## src/rtl/core/tcpu_pkg.sv

```systemverilog
// Shared types and constants for the teaching cpu execute unit.
`default_nettype none
package tcpu_pkg;
  localparam int unsigned MemAddrBitsDef = 16;
  localparam logic [31:0] StartReset = 32'h4000_0000;

  localparam logic [1:0] REQ_LOAD = 2'd0;
  localparam logic [1:0] REQ_EXEC = 2'd1;
  localparam logic [1:0] REQ_READ = 2'd2;

  localparam logic [3:0] OP_HALT = 4'd0;
  localparam logic [3:0] OP_INT  = 4'd1;
  localparam logic [3:0] OP_CALL = 4'd2;
  localparam logic [3:0] OP_JMP  = 4'd3;
  localparam logic [3:0] OP_XCHG = 4'd4;
  localparam logic [3:0] OP_ARIT = 4'd5;
  localparam logic [3:0] OP_LOGI = 4'd6;
  localparam logic [3:0] OP_SHFT = 4'd7;
  localparam logic [3:0] OP_ST   = 4'd8;
  localparam logic [3:0] OP_LD   = 4'd9;

  localparam logic [3:0] SP_IDX = 4'd14;
  localparam logic [3:0] PC_IDX = 4'd15;

  // divider control
  typedef struct packed {
    logic start;
    logic [31:0] dividend;
    logic [31:0] divisor;
  } div_req_t;

  typedef struct packed {
    logic done;
    logic busy;
    logic [31:0] quotient;
  } div_rsp_t;
endpackage
`default_nettype wire

```

## src/rtl/core/tcpu_div.sv

```systemverilog
// Restoring divider, one quotient bit per cycle.
`default_nettype none
module tcpu_div
  import tcpu_pkg::*;
(
  input  wire logic     clk,
  input  wire logic     rst_n,
  input  wire div_req_t req,
  output div_rsp_t      rsp
);
  logic [31:0] quo_r, quo_nxt;
  logic [31:0] rem_r, rem_nxt;
  logic [31:0] dvs_r;
  logic [5:0]  cnt_r;
  logic        busy_r, done_r;
  logic [32:0] trial;

  always_comb begin
    trial   = {rem_r, quo_r[31]} - {1'b0, dvs_r};
    quo_nxt = {quo_r[30:0], ~trial[32]};
    rem_nxt = trial[32] ? {rem_r[30:0], quo_r[31]} : trial[31:0];
  end

  always_ff @(posedge clk) begin
    if (!rst_n) begin
      busy_r <= 1'b0;
      done_r <= 1'b0;
      cnt_r  <= '0;
    end else begin
      done_r <= 1'b0;
      if (req.start) begin
        busy_r <= 1'b1;
        cnt_r  <= 6'd32;
        quo_r  <= req.dividend;
        rem_r  <= '0;
        dvs_r  <= req.divisor;
      end else if (busy_r) begin
        quo_r <= quo_nxt;
        rem_r <= rem_nxt;
        cnt_r <= cnt_r - 6'd1;
        if (cnt_r == 6'd1) begin
          busy_r <= 1'b0;
          done_r <= 1'b1;
        end
      end
    end
  end

  assign rsp.done     = done_r;
  assign rsp.busy     = busy_r;
  assign rsp.quotient = quo_r;
endmodule
`default_nettype wire

```

## config.mk

```make
export PLATFORM = sky130hd
export DESIGN_NAME = tcpu_div
export DESIGN_NICKNAME = d
export VERILOG_FILES = /design/src/rtl/core/tcpu_pkg.sv /design/src/rtl/core/tcpu_div.sv
export SDC_FILE = /design/constraint.sdc
export NUM_CORES = 1
export LEC_CHECK = 0
export BUFFER_PORTS_ARGS = -buffer_cell sky130_fd_sc_hd__buf_2
export CORE_ASPECT_RATIO = 0.9
export CORE_MARGIN = 3
export CORE_UTILIZATION = 40
export DETAILED_ROUTE_END_ITERATION = 7
export GPL_ROUTABILITY_DRIVEN = 1
export HOLD_SLACK_MARGIN = 0.08
export SLEW_MARGIN = 5
export SYNTH_ARGS = -nofsm -noshare
export SYNTH_HDL_FRONTEND = slang
export SYNTH_SLANG_ARGS = --single-unit
```

## constraint.sdc

```tcl
create_clock -name clk -period 2.7 [get_ports clk]
set_input_delay 0.135 -clock clk [delete_from_list [all_inputs] [get_ports clk]]
set_output_delay 0.135 -clock clk [all_outputs]
set_load 0.03 [all_outputs]
```

==> impl_metrics.tcl, run 1 <==
set metrics [dict create \
    status "finished, violations left" \
    violations "negative setup slack" \
    ioPinCount 101 \
    slew_viol_final 0 \
    fin_crit_sh_pct 105 \
    track_usage_pct 19.5 \
    tightest_slew_ps 501 \
    grt_pass1_wl_um 26200 \
    p_leak_nw 3.63 \
    wl_um 16000 \
    finalWorstSetupSlack_ps -145 \
    wl_per_cell_um 15.7 \
    dpl.hpwl_um 11100 \
    port_buffers 100 \
    ys_warn_count 0 \
    dieArea_um2 16800 \
    die_w_um 136 \
    syn_to_final_growth_pct 42.6 \
    vias 5255 \
    synth_area_per_cell_um2 10.8 \
    fin_skew_ps 12.6 \
    start_util_pct 41.3 \
    nets 920 \
    drc_errors 0 \
    hold_class "primary input to flop" \
    grt_max_degree 49 \
    finalSetupViolations 24 \
    synthSimpleGateAreaFrac_pct 13.3 \
    fp.dieH_um 123 \
    grt_pass1_vias 5463 \
    synth_area_leaders "edfxtp_1, ha_1, mux2_2" \
    grt_overflow_total 0 \
    synth_enable_flop_cells 96 \
    cts_sinks 104 \
    design.core.area_um2 14800 \
    synthAdderAreaFrac_pct 7.28 \
    vdd_drop_max_mv 0.450 \
    clk_latency_ps 360 \
    cts_tree "built" \
    drive_gt1_share_pct 37.1 \
    place_area_um2 7460 \
    layout_commonest_cell "buf_2" \
    cts_buffers 9 \
    htreeDepth 3 \
    vias_per_cell 5.15 \
    crit_path_start_kind "flop" \
    fmax_mhz 352 \
    ant_nets 0 \
    synth_top_cell_area_share_pct 47.1 \
    antenna_found_initial 0 \
    cp_max_fo 6 \
    num_rows 42 \
    cp.arrival_ps 3060 \
    relSlewSlack_pct 66.6 \
    n_antenna_cell 0 \
    ys_async_sr_fraction_pct 0 \
    fin_area_um2 8720 \
    root_buffer "clkbuf_16" \
    power.density_nw_per_um2 601 \
    synthMuxAreaShare_pct 5.89 \
    synthCells 569 \
    seq_area_frac_synth_pct 49.7 \
    required_ps 2910 \
    synth_top_family_by_area "compound AO/OA/AOI/OAI gates" \
    synth_top_area_cell "edfxtp_1" \
    cts_buffer_depth 2 \
    critPathCaptureType "flop" \
    synth-seq-cells 104 \
    synth-xor-area-share_pct 3.01 \
    rsz0062_at_grt "true" \
    worstSetupPathType "flop to flop" \
    syn_area_um2 6120 \
    final_cell_mix "buf_2, edfxtp_1, buf_4" \
    fin_util_pct 58.9 \
    synth_compound_area_share_pct 16.1 \
    place_ws_ps -277 \
    clk_pin_slew_ps 80 \
    synth_ff_type "edfxtp_1" \
    ys_types 62 \
    firstDrtPassIters 5 \
    place.gp.congestion 0.910 \
    finalCriticalPeriod_ps 2840 \
    finalHoldViolations 0 \
    drtIter0Drc 327 \
    cap_viol_max_count 0 \
    syn_nets 671 \
]
final cells by class:
cell class                 count  area [µm²]
fill                        1262        6100
timing repair buffer         259        1910
multi-input combinational    400        3050
clock buffer                   9         225
sequential                   104        3040
inverter                      44         165
tap                          198         248
clock inverter                 7        76.3
cell families after synthesis:
group | after synthesis
compound gates | 143
xor+xnor | 21
fa+ha+maj | 35
buf+inv | 66
flops | 104
mux | 32
simple gates | 168
final timing paths:
kind / from / to / slack, ps / cells after the start
hold reg to reg: cnt_r[1]$_SDFFE_PP0P_ / cnt_r[1]$_SDFFE_PP0P_ / 490 / 2
setup reg to reg: quo_r[31]$_DFFE_PP_ / rem_r[27]$_SDFFCE_PP0P_ / -140 / 12
hold / removal: req[37] / quo_r[5]$_DFFE_PP_ / 90 / 2
setup / recovery: quo_r[31]$_DFFE_PP_ / rem_r[27]$_SDFFCE_PP0P_ / -140 / 12
through the flow:
stage          setup TNS [ps]  hold WS, ps  power, W  cells
3_3_place_gp            -2900          311   0.00365    933
2_1_floorplan           -6150          234   0.00308    569
5_1_grt                 -5240         80.9   0.00554   1021
6_report                -1500         87.6   0.00524   1021
3_5_place_dp            -5600          314   0.00369    933
4_1_cts                 -1300         81.1   0.00522   1017
per-layer routing:
layer  track usage, %  share of wire [%]
met5                0                  0
met1             25.9                 46
met2             31.7                 46
met4             6.23                1.6
met3             4.72                5.6
state kept, by name (all words and copies together) (netlist names):
name	cells
quo_r	32
busy_r	1
cnt_r	6
done_r	1
rem_r	32
dvs_r	32
where the power goes:
group          internal [W]  switching [W]  total [W]
Sequential          0.00194      0.0000775    0.00202
Combinational      0.000924       0.000985    0.00191
Clock              0.000657       0.000657    0.00131
Total               0.00352        0.00172    0.00524
synth_stat cells, types with 7 or more instances:
| cell type | instances |
|---|---|
| ha_1 | 34 |
| dfxtp_1 | 8 |
| clkbuf_1 | 8 |
| a211oi_1 | 7 |
| mux2_2 | 32 |
| inv_1 | 44 |
| xnor2_1 | 12 |
| a21oi_1 | 43 |
| o21a_1 | 10 |
| nor3_1 | 13 |
| o21ai_0 | 25 |
| xor2_1 | 9 |
| edfxtp_1 | 96 |
| nand3_1 | 17 |
| nand2_1 | 53 |
| nor2_1 | 44 |
| a21o_1 | 11 |
| buf_4 | 9 |
| a31oi_1 | 9 |
worst max-delay path: stages (launching register included):
cell and delay [ps]:
edfxtp_1 350, inv_1 50, ha_2 190, fa_2 370, nor2b_4 150, o31ai_4 70, a211o_4 380, a31oi_4 210
a31oi_4 130, and2_4 220, buf_6 130, or3_4 320, a21oi_2 110
what timing repair did:
item | 4_1_cts | 5_1_grt
buffers inserted | 6 | 4
cloned | 1 | 0
pin swaps | 16 | 11
hold buffers | 61 | 0
endpoints found under the setup margin | 33 | 33
hold endpoints to repair | 61 | 0
resized for setup | 43 | 24
No activity file was read; power rests on OpenSTA's default activity.
==> run 2: changes to the inputs <==
BUFFER_PORTS_ARGS = default   (was -buffer_cell sky130_fd_sc_hd__buf_2)
DONT_BUFFER_PORTS = 1   (was default)
RECOVER_POWER = 25   (was default)
==> run 2 against run 1 <==
The flow still finishes with violations (negative setup slack). Critical endpoint is now rem_r[11]$_SDFFCE_PP0P_. Power increased by 3.9%. Sequential power increased by 3%. Maximum frequency decreased by 4.0%. Clock skew about the same. First-iteration DRC count increased by 3.1%. Via count decreased by 1.8%. Largest power group unchanged. Largest cell class unchanged. Core utilization decreased by 0.34 points. Highest routed layer unchanged. Sequential share of layout area increased by 0.20 points. Clock-buffer cell count unchanged. Non-clock buffer count decreased by 77. Critical path depth increased by 1. Worst setup slack got worse by 120 ps.
==> impl_metrics.tcl, run 2 (same netlist as run 1, synthesis figures left out) <==
set metrics [dict create \
    status "finished, violations left" \
    violations "negative setup slack" \
    place.gp.congestion 0.919 \
    htreeDepth 3 \
    firstDrtPassIters 5 \
    rsz0062_at_grt "true" \
    design.core.area_um2 14800 \
    clk_pin_slew_ps 80 \
    antenna_found_initial 0 \
    relSlewSlack_pct 56.3 \
    crit_path_start_kind "flop" \
    grt_max_degree 51 \
    finalHoldViolations 0 \
    hold_class "primary input to flop" \
    n_antenna_cell 0 \
    required_ps 2810 \
    dpl.hpwl_um 10500 \
    cts_buffer_depth 2 \
    finalPower_w 0.00545 \
    grt_overflow_total 0 \
    drive_gt1_share_pct 27.6 \
    layout_commonest_cell "dlygate4sd3_1" \
    wl_met3_um 971 \
    top_layer "met4" \
    num_rows 42 \
    tightest_slew_ps 656 \
    vias_per_cell 5.46 \
    fin_skew_ps 12.9 \
    multiInputGateArea_um2 3140 \
    cap_viol_max_count 0 \
    track_usage_pct 20.4 \
    vdd_drop_max_mv 0.380 \
    critPathCaptureType "flop" \
    finalWorstSetupSlack_ps -262 \
    cts_tree "built" \
    port_buffers 0 \
    fmax_mhz 338 \
    cp.arrival_ps 3080 \
    ioPinCount 101 \
    grt_pass1_wl_um 27000 \
    reg.largest.list "dvs_r: 32 flops, quo_r: 32 flops, rem_r: 32 flops" \
    dieArea_um2 16800 \
    clk_latency_ps 370 \
    vias 5159 \
    syn_to_final_growth_pct 41.8 \
    wl_per_cell_um 18.3 \
    die_w_um 136 \
    wl_um 17300 \
    finalSetupViolations 33 \
    power.density_nw_per_um2 628 \
    fin_area_um2 8670 \
    fin_util_pct 58.5 \
    fp.dieH_um 123 \
    final_cell_mix "dlygate4sd3_1, edfxtp_1, buf_4" \
    place_area_um2 6820 \
    layout.area.seq_um2 3040 \
    drc_errors 0 \
    grt_pass1_vias 5384 \
    cp_max_fo 6 \
    finalCriticalPeriod_ps 2960 \
    worstSetupPathType "flop to flop" \
    drtIter0Drc 337 \
    p_leak_nw 3.39 \
    wl_met2_um 8380 \
    cts_sinks 104 \
    root_buffer "clkbuf_16" \
    holdWs_ps 129 \
    cts_buffers 9 \
    nets 844 \
    start_util_pct 41.3 \
    drt-met1-wl_um 7580 \
    fin_crit_sh_pct 110 \
    ant_nets 0 \
    slew_viol_final 0 \
    fillers 1238 \
]
==> run 2: cell count changes in the layout (fill, tap and decap cells not counted), sizes merged <==
cell and change:
clkbuf +3, and2 +1, dlygate4sd3 +41, buf -121
==> run 2: area by class of cell <==
cell class	instances	share of cell area (%)
multi-input combinational	401	36.3
sequential	104	35.1
timing repair buffer	182	20.2
tap	198	2.86
clock buffer	9	2.60
inverter	44	1.90
clock inverter	7	1.11
==> run 2: power by group <==
group          leakage [nW]  total, W  internal (W)  switching [W]
clock                 0.155   0.00139      0.000675       0.000715
combinational          2.25   0.00197      0.000973       0.000997
sequential            0.984   0.00209       0.00194       0.000146
==> run 2: path summary, 6_finish.rpt <==
path	from	end	slack, ps	cells past startpoint
worst min-delay path	req[64]	rem_r[18]$_SDFFCE_PP0P_	130	2
worst min register to register	cnt_r[1]$_SDFFE_PP0P_	cnt_r[1]$_SDFFE_PP0P_	510	2
worst max register to register	quo_r[31]$_DFFE_PP_	rem_r[11]$_SDFFCE_PP0P_	-260	13
worst max-delay path	quo_r[31]$_DFFE_PP_	rem_r[11]$_SDFFCE_PP0P_	-260	13
==> run 2: repair_timing <==
action,CTS,global route
endpoints found under the hold margin,98,0
gates resized for setup,17,79
gates cloned,1,3
hold buffers,103,0
pin swaps,5,13
buffers inserted,2,4
endpoints found under the setup margin,33,33
==> run 2: per-stage QoR <==
step	std cells	setup slack (ps)	TNS, ps
floorplan	569	-299	-6150
global placement	816	-113	-1770
detailed placement	816	-197	-3540
CTS	938	-166	-3060
global route	945	-351	-7510
finish	945	-262	-4710
==> run 2: routing by layer <==
metal | up-vias | GRT usage [%]
met3 | 28 | 5.25
li1 | 2451 | -
met5 | - | 0
met1 | 2507 | 26.6
met4 | 0 | 7.12
met2 | 173 | 33.2
==> run 2: critical path, stage by stage (launching register included) <==
cell	delay, ps
edfxtp_1	350
inv_1	50
ha_2	190
fa_2	370
nor2b_4	160
o31ai_4	70
a211o_1	330
buf_4	170
a31oi_4	200
a31oi_4	150
nand2_2	130
buf_8	160
nor3b_1	70
a311o_1	320
